File: src/design/ikvhm_pkg.sv
// ----------------------------------------------------------------------------
// Integer key/value hash map package
// Shared types and constants for the controller and the datapath.
// ----------------------------------------------------------------------------
package ikvhm_pkg;

    localparam int unsigned DefaultBuckets = 64;
    localparam int unsigned DefaultRecords = 256;

    localparam logic [2:0] KIND_LOOKUP = 3'd0;
    localparam logic [2:0] KIND_PUT    = 3'd1;
    localparam logic [2:0] KIND_INC    = 3'd2;
    localparam logic [2:0] KIND_REMOVE = 3'd3;
    localparam logic [2:0] KIND_TOTAL  = 3'd4;

    typedef enum logic [4:0] {
        OP_NONE,
        OP_CLEAR,
        OP_LOAD,
        OP_HASH,
        OP_RD_HEAD,
        OP_SET_CUR,
        OP_RD_REC,
        OP_ADVANCE,
        OP_LOOKUP_HIT,
        OP_MISS,
        OP_PUT_HIT,
        OP_INC_HIT,
        OP_RD_FREE,
        OP_INSERT,
        OP_FULL,
        OP_UNLINK,
        OP_FREE,
        OP_TOTAL,
        OP_PUBLISH
    } dp_op_t;

    typedef struct packed {
        dp_op_t     op;
        logic [1:0] byte_sel;
    } dp_cmd_t;

    typedef struct packed {
        logic [2:0] kind;
        logic       cur_nil;
        logic       hit;
        logic       full;
        logic       clr_done;
    } dp_status_t;

endpackage

File: src/design/ikvhm_ctrl.sv
// ----------------------------------------------------------------------------
// Hash map controller
// Sequences the clearing pass, key hashing, chain walk and updates.
// ----------------------------------------------------------------------------
module ikvhm_ctrl (
    input  logic                  aclk,
    input  logic                  aresetn,
    input  logic                  s_valid,
    output logic                  s_ready,
    output logic                  m_valid,
    input  logic                  m_ready,
    output ikvhm_pkg::dp_cmd_t    cmd,
    input  ikvhm_pkg::dp_status_t status
);

    typedef enum logic [3:0] {
        ST_CLEAR,
        ST_IDLE,
        ST_HASH,
        ST_HEAD,
        ST_SETCUR,
        ST_WALK,
        ST_CHECK,
        ST_ALLOC,
        ST_FREE,
        ST_DONE
    } state_t;

    state_t     state_reg, state_next;
    logic [1:0] cnt_reg, cnt_next;
    logic       m_valid_reg, m_valid_next;

    always_comb begin
        state_next   = state_reg;
        cnt_next     = cnt_reg;
        m_valid_next = m_valid_reg;
        cmd.op       = ikvhm_pkg::OP_NONE;
        cmd.byte_sel = cnt_reg;
        if (m_valid_reg && m_ready) begin
            m_valid_next = 1'b0;
        end
        case (state_reg)
            ST_CLEAR: begin
                cmd.op = ikvhm_pkg::OP_CLEAR;
                if (status.clr_done) begin
                    state_next = ST_IDLE;
                end
            end
            ST_IDLE: begin
                if (s_valid) begin
                    cmd.op     = ikvhm_pkg::OP_LOAD;
                    cnt_next   = '0;
                    state_next = ST_HASH;
                end
            end
            ST_HASH: begin
                if (status.kind == ikvhm_pkg::KIND_TOTAL) begin
                    cmd.op     = ikvhm_pkg::OP_TOTAL;
                    state_next = ST_DONE;
                end else if (status.kind > ikvhm_pkg::KIND_TOTAL) begin
                    state_next = ST_DONE;
                end else begin
                    cmd.op   = ikvhm_pkg::OP_HASH;
                    cnt_next = cnt_reg + 2'd1;
                    if (cnt_reg == 2'd3) begin
                        state_next = ST_HEAD;
                    end
                end
            end
            ST_HEAD: begin
                cmd.op     = ikvhm_pkg::OP_RD_HEAD;
                state_next = ST_SETCUR;
            end
            ST_SETCUR: begin
                cmd.op     = ikvhm_pkg::OP_SET_CUR;
                state_next = ST_WALK;
            end
            ST_WALK: begin
                if (!status.cur_nil) begin
                    cmd.op     = ikvhm_pkg::OP_RD_REC;
                    state_next = ST_CHECK;
                end else begin
                    state_next = ST_DONE;
                    case (status.kind)
                        ikvhm_pkg::KIND_LOOKUP: cmd.op = ikvhm_pkg::OP_MISS;
                        ikvhm_pkg::KIND_PUT, ikvhm_pkg::KIND_INC: begin
                            if (status.full) begin
                                cmd.op = ikvhm_pkg::OP_FULL;
                            end else begin
                                cmd.op     = ikvhm_pkg::OP_RD_FREE;
                                state_next = ST_ALLOC;
                            end
                        end
                        default: begin
                        end
                    endcase
                end
            end
            ST_CHECK: begin
                if (status.hit) begin
                    state_next = ST_DONE;
                    case (status.kind)
                        ikvhm_pkg::KIND_LOOKUP: cmd.op = ikvhm_pkg::OP_LOOKUP_HIT;
                        ikvhm_pkg::KIND_PUT:    cmd.op = ikvhm_pkg::OP_PUT_HIT;
                        ikvhm_pkg::KIND_INC:    cmd.op = ikvhm_pkg::OP_INC_HIT;
                        default: begin
                            cmd.op     = ikvhm_pkg::OP_UNLINK;
                            state_next = ST_FREE;
                        end
                    endcase
                end else begin
                    cmd.op     = ikvhm_pkg::OP_ADVANCE;
                    state_next = ST_WALK;
                end
            end
            ST_ALLOC: begin
                cmd.op     = ikvhm_pkg::OP_INSERT;
                state_next = ST_DONE;
            end
            ST_FREE: begin
                cmd.op     = ikvhm_pkg::OP_FREE;
                state_next = ST_DONE;
            end
            ST_DONE: begin
                if (!m_valid_reg || m_ready) begin
                    cmd.op       = ikvhm_pkg::OP_PUBLISH;
                    m_valid_next = 1'b1;
                    state_next   = ST_IDLE;
                end
            end
            default: state_next = ST_IDLE;
        endcase
    end

    always_ff @(posedge aclk) begin
        if (!aresetn) begin
            state_reg   <= ST_CLEAR;
            cnt_reg     <= '0;
            m_valid_reg <= 1'b0;
        end else begin
            state_reg   <= state_next;
            cnt_reg     <= cnt_next;
            m_valid_reg <= m_valid_next;
        end
    end

    assign s_ready = (state_reg == ST_IDLE);
    assign m_valid = m_valid_reg;

endmodule

File: config.mk
export PLATFORM = sky130hd
export DESIGN_NAME = ikvhm_ctrl
export DESIGN_NICKNAME = d
export VERILOG_FILES = /design/src/design/ikvhm_pkg.sv /design/src/design/ikvhm_ctrl.sv
export SDC_FILE = /design/constraint.sdc
export NUM_CORES = 1
export LEC_CHECK = 0
export BUFFER_PORTS_ARGS = -buffer_cell sky130_fd_sc_hd__buf_4
export CAP_MARGIN = 10
export CORE_UTILIZATION = 25
export CTS_CLUSTER_SIZE = 28
export DETAILED_ROUTE_END_ITERATION = 10
export PLACE_DENSITY_LB_ADDON = 0.05
export REMOVE_ABC_BUFFERS = 1
export SETUP_SLACK_MARGIN = 0.15
export SLEW_MARGIN = 20
export SYNTH_ARGS = -nofsm -noshare
export SYNTH_HDL_FRONTEND = slang
export SYNTH_SLANG_ARGS = --single-unit
File: constraint.sdc
create_clock -name aclk -period 1.4 [get_ports aclk]
set_input_delay 0.14 -clock aclk [delete_from_list [all_inputs] [get_ports aclk]]
set_output_delay 0.14 -clock aclk [all_outputs]
set_load 0.02 [all_outputs]
Yosys cells after proc, flatten, opt, wreduce, memory -nomap -nowiden --
Index checks and enable logic that the tools add are counted.
Word-level totals: bits in registers 7, output and inout port bits 9, logic and storage cells 64
Cells by class: add/subtract/negate cells 1, $lt $le $gt $ge 1, equality and inequality tests 19, mux-type cells 29, reductions and logical operators 11
Operator list (number):
- $pmux 5 s10 | 1
- $mux 4 | 11
- $pmux 4 s9 | 1
- $eq 4x3->1 const B | 4
- $mux 5 | 3
- $mux 2 | 6
- $ne 2x2->1 const B | 5
- $pmux 3 s3 | 1
- $eq 4x2->1 const B | 2
- $eq 4x4->1 const B | 2
- $pmux 4 s2 | 1
- $reduce_and 4->1 | 2
- $eq 4x1->1 const B | 1
- $logic_not 4->1 | 1
- $mux 1 | 4
- $ne 4x4->1 const B | 1
- $pmux 2 s2 | 1
- $reduce_or 2->1 | 2
- $eq 3x1->1 const B | 1
- $eq 3x2->1 const B | 1
- $eq 3x3->1 const B | 1
- $gt 3x3->1 const B | 1
- $logic_not 3->1 | 1
- $reduce_or 3->1 | 1
- other kinds (6) | 6

Logic depth before layout (Yosys ltp) --
Gate-level depths: netlist (run 1).
depth in word-level cells 5, gate-level depth with buffers 5

Worst setup path before layout (run 1) --
No wires, ideal clock.
path kind register to output, start point reg state_reg[2], end point out cmd[2] in the netlist's numbering, arrival time 1.271 ns, path slack -0.011 ns, cell stages (with the launch flop) 4, cells stage by stage dfxtp_1 > buf_2 > a22oi_1 > o32ai_1
RTL lines:
- start, declared | RTL line ikvhm_ctrl.sv:29 | state_t state_reg, state_next;
- start signal, assigned | RTL line ikvhm_ctrl.sv:141 | state_reg <= state_next;
- end, declared | RTL line ikvhm_ctrl.sv:12 | output ikvhm_pkg::dp_cmd_t cmd,

==> flow_summary_export.csv, run 1 <==
group,metric,value,unit
final_layout,num_antenna_cells,0,
sta,skew,0.00552,ns
drt,viasPerCell,5.25,
sta,timing.fmax,618,MHz
sta,holdWs,0.165,ns
yosys,synth_cell_type_count,39,
global_routing,use_met1,24.7,%
drt,drtPass1Iterations,4,
power_and_ir_drop,p_int,456,uW
yosys,syn_inst,92,
power_and_ir_drop,leakagePower,0.000503,uW
floorplanning,die_w,53.9,um
yosys,syn_area_per_cell,7.32,um2
yosys,ys_top_cells_by_area,"dfxtp_1 21%, nor2b_1 5.6%, a21oi_1 5.2%, nor3_1 5.2%, o21a_1 3.3%",
cts,worstSkewPairLatency,0.25,ns
sta,period_share,116,%
cts,cts_made_buffers,3,
final_layout,syn_to_final_growth,86.8,%
power_and_ir_drop,p_sw_share,33.0,%
global_routing,antenna_found_initial,0,
yosys,synth_flop_cell,"dfxtp_1",
power_and_ir_drop,pwr-share-seq,31.3,%
critical_path,crit_arrival,1.48,ns
place,portBuffers,19,
cts,htree_num_levels,1,
floorplanning,dieArea,2900,um2
yosys,netlist_area,673,um2
sta,finalSetupViolations,9,
yosys,ys_seq_elements,7,
drt,drt-initial-drc-count,14,
floorplanning,fp.dieH,53.9,um
sta,hold_viol,0,
run_status,status,"finished with violations",
place,place_area,973,um2
sta,relSlewSlack,74.0,%
sta,rsz0062_at_grt,"true",
power_and_ir_drop,share_comb_of_total_power,41.7,%
power_and_ir_drop,power.density,541,nW/um2
sta,maxSlewViolCount,0,
cts,clock_path_buffers,2,
global_routing,grt_max_degree,11,
critical_path,cp_max_fo,5,
drt,wl,2490,um
yosys,synth_top_area_share,20.8,%
drt,ant_nets,0,
final_layout,drive_above_1_share,60.0,%
yosys,synth_edf_count,0,
cts,cts_tree,"done",
drt,drc,0,
global_routing,grt_pass1_vias,789,
sta,tightest_slew,0.385,ns
global_routing,grt_util_all_layers,18.4,%
final_layout,largest_reg_flops,4,
critical_path,worstSetupStartpointType,"flip-flop",
floorplanning,core,2500,um2
power_and_ir_drop,max-vdd-ir-drop,0.000462,V
worst_hold_path,hp-class,"in -> reg",
global_routing,use_met3,2.82,%
critical_path,worstPathRequired,1.26,ns
cts,clock-root-buffer,"clkbuf_4",
yosys,ys.warnings.count,0,
global_routing,grtUsageMet2,29.4,%
drt,vias,867,
final_layout,finalNetCount,148,
drt,wl_per_cell,15.1,um
place,place_congestion,0.787,
final_layout,final_area,1260,um2
yosys,synthArstFlopShare,0,%
floorplanning,ios,20,
yosys,seq_area_frac_synth,20.8,%
global_routing,busiest_layer,"met2",
sta,finalSetupTns,-0.971,ns
sta,layout_min_cycle_time,1.62,ns
floorplanning,num_rows,18,
critical_path,critPathCaptureType,"primary output",
critical_path,path_class,"reg -> out",
run_status,violations,"negative setup slack",
cts,clkTransAtPathRegs,0.06,ns
yosys,synth_top_area_cell,"dfxtp_1",
yosys,synthTopCellsByCount,"7 x a21oi_1, 7 x dfxtp_1, 7 x nor3_1",
sta,setup_slack,-0.218,ns
critical_path,r2r_setup_slack,-0.12,ns
place,dp_hpwl,1730,um
floorplanning,initial_core_util,26.9,%
flow_run,drv_cap,0,
cts,cts.sinks,7,
global_routing,grt_pass1_wl,3800,um
power_and_ir_drop,p_switching,225,uW
power_and_ir_drop,power_frac_clock,27.0,%
global_routing,gr-total-overflow,0,
per-layer routing:
metal	vias up	routed length [um]
li1	434	-
met1	410	1110
met2	21	1260
met3	2	113
met4	0	14
met5	-	0
critical path, stage by stage (launching register included):
cell	delay (ns)
dfxtp_4	0.37
or3b_4	0.40
a21oi_4	0.15
nor3_2	0.06
o21ai_1	0.08
buf_4	0.15
power groups by stage:
| stage | Combinational, uW | Sequential [uW] | Clock, uW |
|---|---|---|---|
| after floorplan | 95.4 | 226 | 0 |
| after global placement | 225 | 216 | 0 |
| after detailed placement | 222 | 216 | 0 |
| after CTS | 256 | 212 | 193 |
| after global routing | 308 | 214 | 205 |
| final | 284 | 213 | 184 |
final cells by class:
class	instances	area [um2]
Sequential cell	7	153
Multi-Input combinational cell	76	652
Fill cell	238	1240
Timing Repair Buffer	45	375
Clock buffer	4	26.3
Tap cell	30	37.5
Inverter	3	13.8
worst paths after layout:
kind / to / from / depth (start not counted)
max: cmd[3] / state_reg[1] / 5
min: cnt_reg[0] / aresetn / 2
max reg2reg: state_reg[1] / state_reg[1] / 7
min reg2reg: cnt_reg[1] / cnt_reg[1] / 2
placed cells by master (no fill, tap or decap), types with 3 or more instances in the layout:
| master | n |
|---|---|
| o21a_1 | 3 |
| nand2b_4 | 3 |
| clkbuf_4 | 3 |
| nor2b_1 | 4 |
| dfxtp_4 | 3 |
| buf_4 | 35 |
| nor3_2 | 4 |
| dfxtp_1 | 3 |
| a21oi_1 | 6 |
| o21ai_0 | 3 |
| nand3_1 | 3 |
| buf_6 | 10 |
| nor2_1 | 4 |
what timing repair did:
item / CTS / global route
setup endpoints to repair: 12 / 12
resized for setup: 30 / 21
pin swaps: 14 / 10
setup buffers: 4 / 2
hold buffers: 0 / 0
cell families after synthesis:
| kind of cell | count (synthesis) | synth area share (%) |
|---|---|---|
| flip-flops | 7 | 20.8 |
| XOR/XNOR | 1 | 1.30 |
| AND/OR/NAND/NOR | 41 | 35.7 |
| adder cells (fa/ha/maj) | 1 | 1.86 |
| buffers and inverters | 9 | 6.13 |
| AO/OA/AOI/OAI | 33 | 34.2 |
per-stage QoR:
| stage | utilization [%] | cells | power [uW] | setup WS (ns) |
|---|---|---|---|---|
| after floorplan | - | 86 | 321 | -0.144 |
| after global placement | 38.9 | 155 | 441 | -0.0294 |
| after detailed placement | 38.9 | 155 | 438 | -0.0265 |
| after CTS | 45.6 | 163 | 660 | -0.250 |
| after global routing | 50.3 | 165 | 727 | -0.276 |
| final | 50.3 | 165 | 681 | -0.218 |
(Power assumes the default switching activity.)
==> run 2, diff against run 1 <==
- CORE_ASPECT_RATIO: not set -> 1.25
- GPL_TIMING_DRIVEN: not set -> 0
==> run 2 against run 1 <==
Net effect: the run still ends with negative setup slack left; critical path type unchanged; wire length down 11%; register-to-register slack about the same; critical path depth unchanged; cell area down 10%; fmax up 0.78%; non-clock buffer count down 11.
==> flow_summary_export.csv, run 2 (same netlist as run 1, synthesis figures left out) <==
group,metric,value,unit
drt,wl,2220,um
power_and_ir_drop,max-vdd-ir-drop,0.000347,V
floorplanning,num_rows,20,
sta,hold_viol,0,
power_and_ir_drop,leakagePower,0.000453,uW
sta,timing.fmax,623,MHz
critical_path,worstSetupStartpointType,"flip-flop",
critical_path,path_class,"reg -> out",
sta,skew,0.00860,ns
flow_run,drv_cap,0,
global_routing,use_met1,20.1,%
sta,tightest_slew,0.321,ns
final_layout,syn_to_final_growth,67.3,%
critical_path,r2r_setup_slack,-0.11,ns
final_layout,num_antenna_cells,0,
sta,period_share,115,%
critical_path,reg2reg_to,"state_reg[0]",
global_routing,grtUsageMet2,28.8,%
cts,cts_tree,"done",
sta,setup_slack,-0.205,ns
drt,ant_nets,0,
global_routing,grt_pass1_wl,3690,um
run_status,status,"finished with violations",
cts,clkTransAtPathRegs,0.06,ns
place,portBuffers,19,
sta,relSlewSlack,78.3,%
drt,vias,830,
critical_path,r2r_start,"state_reg[0]",
sta,holdWs,0.160,ns
critical_path,cp-startpoint,"state_reg[0]",
cts,worstSkewPairLatency,0.25,ns
critical_path,worstPathRequired,1.26,ns
drt,drc,0,
floorplanning,ios,20,
critical_path,cp_num_cells,5,
critical_path,reg2regPathDepth,6,
place,place_congestion,0.776,
final_layout,largest_reg_flops,4,
sta,rsz0062_at_grt,"true",
global_routing,antenna_found_initial,0,
global_routing,grt_util_all_layers,16.5,%
final_layout,post-route-util,45.0,%
sta,finalSetupViolations,5,
worst_hold_path,hp-class,"in -> reg",
global_routing,use_met3,2.04,%
floorplanning,fp.dieH,60.0,um
sta,finalSetupTns,-0.803,ns
final_layout,drive_above_1_share,54.8,%
floorplanning,dieArea,2910,um2
global_routing,grt_pass1_vias,811,
power_and_ir_drop,power.density,568,nW/um2
critical_path,slowest_stage,"or3b_4",
critical_path,cp_num_buf_inv,1,
cts,cts_made_buffers,3,
critical_path,critical_path.top_delay_family,"simple AND/OR/NAND/NOR gates",
sta,maxSlewViolCount,0,
critical_path,cpPeakStageDelay,0.39,ns
final_layout,final_cell_mix,"27 x buf_4, 6 x a21oi_1, 6 x buf_6",
critical_path,path_cells,"or3b_4, a21oi_4, nor3_2, o21ai_1, buf_4",
global_routing,busiest_layer,"met2",
drt,viasPerCell,5.29,
critical_path,critPathCaptureType,"primary output",
floorplanning,initial_core_util,26.9,%
floorplanning,die_w,48.4,um
critical_path,crit_arrival,1.47,ns
drt,wl_per_cell,14.1,um
cts,clock_path_buffers,2,
critical_path,critPathCapture,"cmd[3]",
sta,layout_min_cycle_time,1.61,ns
drt,drt-initial-drc-count,7,
place,dp_hpwl,1460,um
final_layout,finalNetCount,137,
global_routing,gr-total-overflow,0,
drt,drtPass1Iterations,4,
global_routing,grt_max_degree,12,
critical_path,cp_max_fo,6,
cts,htree_num_levels,1,
cts,clock-root-buffer,"clkbuf_4",
final_layout,final_common_cell,"buf_4",
floorplanning,core,2500,um2
cts,cts.sinks,7,
run_status,violations,"negative setup slack",
[run 2: cell count changes in the layout (fill, tap and decap cells not counted), moves of 2 or more]
cell | before | now
nor3_4 | 2 | 0
nor2b_2 | 2 | 0
buf_6 | 10 | 6
buf_4 | 35 | 27
nor3_1 | 1 | 3
nand2b_1 | 0 | 2
inv_2 | 0 | 2
nand2b_4 | 3 | 1
[run 2: cell type report]
type | count | area (um2)
Tap cell | 33 | 41.3
Timing Repair Buffer | 34 | 285
Inverter | 3 | 11.3
Multi-Input combinational cell | 76 | 607
Clock buffer | 4 | 26.3
Fill cell | 274 | 1380
Sequential cell | 7 | 155
[run 2: where the power goes]
group / internal [uW] / leakage (uW) / switching (uW)
clock: 109 / 0.0000150 / 71.9
sequential: 202 / 0.0000597 / 12.2
combinational: 123 / 0.000378 / 123
[run 2: worst reg2reg max path: cells and delay by family (launching register included)]
| kind | cells | cell delay, ns |
|---|---|---|
| AND/OR/NAND/NOR | 1 | 0.40 |
| AO/OA/AOI/OAI | 3 | 0.38 |
| buffers and inverters | 2 | 0.26 |
| flip-flops | 1 | 0.37 |
[run 2: repair_timing]
| item | 4_1_cts | 5_1_grt |
|---|---|---|
| resized for setup | 25 | 19 |
| hold buffers | 0 | 0 |
| setup buffers | 12 | 3 |
| endpoints found under the setup margin | 13 | 13 |
| pin swaps | 8 | 8 |
[run 2: per-stage QoR]
stage	worst slack, ns	power, uW	instance area (um2)	cells
after CTS	-0.242	624	1020	154
final	-0.205	640	1130	157
after detailed placement	-0.376	401	827	138
after floorplan	-0.144	321	643	86
after global routing	-0.276	682	1130	157
after global placement	-0.395	403	827	138
[run 2: worst min-delay path by stage]
stage	end	cells past startpoint	start
floorplan	m_valid	1	aresetn
global placement	cnt_reg[1]	2	aresetn
detailed placement	cnt_reg[1]	2	aresetn
CTS	cnt_reg[1]	2	aresetn
global route	cnt_reg[0]	2	aresetn
finish	cnt_reg[0]	2	aresetn
[run 2: metal layers]
metal / part of all wire (%) / vias up
met4: 1.4 / 0
met2: 52 / 20
li1: - / 413
met5: 0 / -
met1: 43 / 393
met3: 3.7 / 4
==> run 3, diff against run 2 <==
- CORE_UTILIZATION: 25 -> 30
==> run 3 against run 2 <==
Net effect: the run still ends with negative setup slack left; flip-flop and latch count stayed put; clock-buffer cell count stayed put; setup slack worse by 0.016 ns; hold slack worse by 0.013 ns; register-to-register slack worse by 0.02 ns; via count is 6.0% higher; fmax is 0.98% lower; clock skew is 0.00072 ns lower; critical path type unchanged; largest power group unchanged; final cell count is 1.9% higher; clock power is 6% higher; core utilization is 13 points higher; power is 3.9% higher.
==> flow_summary_export.csv, run 3 (same netlist as run 1, synthesis figures left out) <==
group,metric,value,unit
cts,cts_made_buffers,3,
sta,hold_viol,0,
place,dp_hpwl,1370,um
critical_path,reg2regPathDepth,6,
flow_run,drv_cap,0,
drt,drc,0,
sta,setup_slack,-0.221,ns
final_layout,fillers,204,
worst_hold_path,min_from,"aresetn",
place,portBuffers,19,
sta,timing.fmax,617,MHz
final_layout,final_area,1190,um2
run_status,status,"finished with violations",
critical_path,r2r_start,"state_reg[1]",
floorplanning,fp.dieH,55.0,um
critical_path,cpPeakStageDelay,0.40,ns
sta,rsz0062_at_grt,"true",
critical_path,worstPathRequired,1.26,ns
final_layout,syn_to_final_growth,76.6,%
final_layout,final_common_cell,"buf_4",
critical_path,cp_max_fo,6,
floorplanning,die_w,44.4,um
cts,cts.sinks,7,
power_and_ir_drop,power.density,560,nW/um2
drt,drtPass1Iterations,4,
global_routing,grt_pass1_wl,3760,um
sta,tightest_slew,0.359,ns
cts,cts_tree,"done",
power_and_ir_drop,max-vdd-ir-drop,0.000515,V
drt,wl,2360,um
cts,htree_num_levels,1,
global_routing,grt_pass1_vias,794,
place,place_congestion,0.815,
final_layout,final_cell_mix,"29 x buf_4, 11 x buf_6, 5 x nor2b_1, 5 x nor3_2",
cts,clkTransAtPathRegs,0.06,ns
worst_hold_path,hp-class,"in -> reg",
final_layout,post-route-util,58.0,%
sta,layout_min_cycle_time,1.62,ns
global_routing,grt_util_all_layers,21.6,%
global_routing,gr-total-overflow,0,
critical_path,slowest_stage,"or3b_4",
cts,clock_path_buffers,2,
drt,drt-initial-drc-count,8,
drt,wl_per_cell,14.8,um
worst_hold_path,min_to,"cnt_reg[1]",
sta,skew,0.00788,ns
floorplanning,core,2050,um2
sta,finalSetupViolations,7,
sta,period_share,116,%
run_status,violations,"negative setup slack",
drt,viasPerCell,5.50,
floorplanning,num_rows,18,
critical_path,reg2reg_to,"state_reg[0]",
critical_path,crit_arrival,1.48,ns
final_layout,num_antenna_cells,0,
cts,hold_buffers,0,
worst_hold_path,min_path_cells,2,
place,place_area,823,um2
sta,finalSetupTns,-0.829,ns
sta,maxSlewViolCount,0,
global_routing,antenna_found_initial,0,
power_and_ir_drop,leakagePower,0.000486,uW
cts,worstSkewPairLatency,0.26,ns
final_layout,finalNetCount,143,
critical_path,path_cells,"or3b_4, a21oi_4, nor3_2, o21ai_1, buf_4",
cts,clock-root-buffer,"clkbuf_4",
critical_path,r2r_setup_slack,-0.13,ns
drt,ant_nets,0,
floorplanning,dieArea,2440,um2
final_layout,largest_reg_flops,4,
floorplanning,initial_core_util,32.8,%
floorplanning,ios,20,
final_layout,drive_above_1_share,59.2,%
critical_path,path_class,"reg -> out",
drt,vias,880,
critical_path,worstSetupStartpointType,"flip-flop",
sta,relSlewSlack,75.8,%
global_routing,grt_max_degree,10,
critical_path,critPathCaptureType,"primary output",
run 3: worst max-delay path by stage:
stage	start	end	slack (ns)
5_1_grt	state_reg[1]	cmd[3]	-0.30
4_1_cts	state_reg[1]	cmd[3]	-0.24
6_report	state_reg[1]	cmd[3]	-0.22
2_1_floorplan	state_reg[1]	cmd[3]	-0.14
3_3_place_gp	state_reg[2]	cmd[2]	-0.40
3_5_place_dp	state_reg[2]	cmd[2]	-0.38
run 3: metrics by stage:
step           hold WS [ns]  worst slack, ns  std cells  power [uW]
3_5_place_dp          0.415           -0.379        135         401
3_3_place_gp          0.419           -0.402        135         402
6_report              0.147           -0.221        160         665
5_1_grt               0.145           -0.297        160         706
2_1_floorplan         0.257           -0.144         86         321
4_1_cts               0.141           -0.240        158         648
run 3: where the power goes:
part / internal [uW] / total, uW / switching (uW)
Sequential: 201 / 214 / 12.5
Clock: 109 / 190 / 80.9
Combinational: 132 / 261 / 129
run 3: area by class of cell:
| type | instances | area, um2 | share of cell area [%] |
|---|---|---|---|
| Clock buffer | 4 | 26.3 | 2.21 |
| Inverter | 3 | 11.3 | 0.947 |
| Multi-Input combinational cell | 76 | 617 | 51.9 |
| Sequential cell | 7 | 155 | 13.1 |
| Tap cell | 30 | 37.5 | 3.16 |
| Timing Repair Buffer | 40 | 342 | 28.7 |
run 3: metal layers:
layer | track usage (%) | vias up | routed length, um
li1 | - | 428 | -
met1 | 26.0 | 418 | 968
met2 | 37.5 | 30 | 1250
met3 | 2.27 | 4 | 99
met4 | 12.1 | 0 | 38
met5 | 0 | - | 0
run 3: critical path, delay by kind of cell, from the launching register on:
kind            cells  cell delay, ns
simple gates        2            0.46
flops               1            0.38
compound gates      2            0.23
buf+inv             1            0.15
run 3: repair_timing:
item	CTS	global route
resized for setup	36	14
buffers inserted	19	2
pin swaps	11	5
setup endpoints to repair	13	13
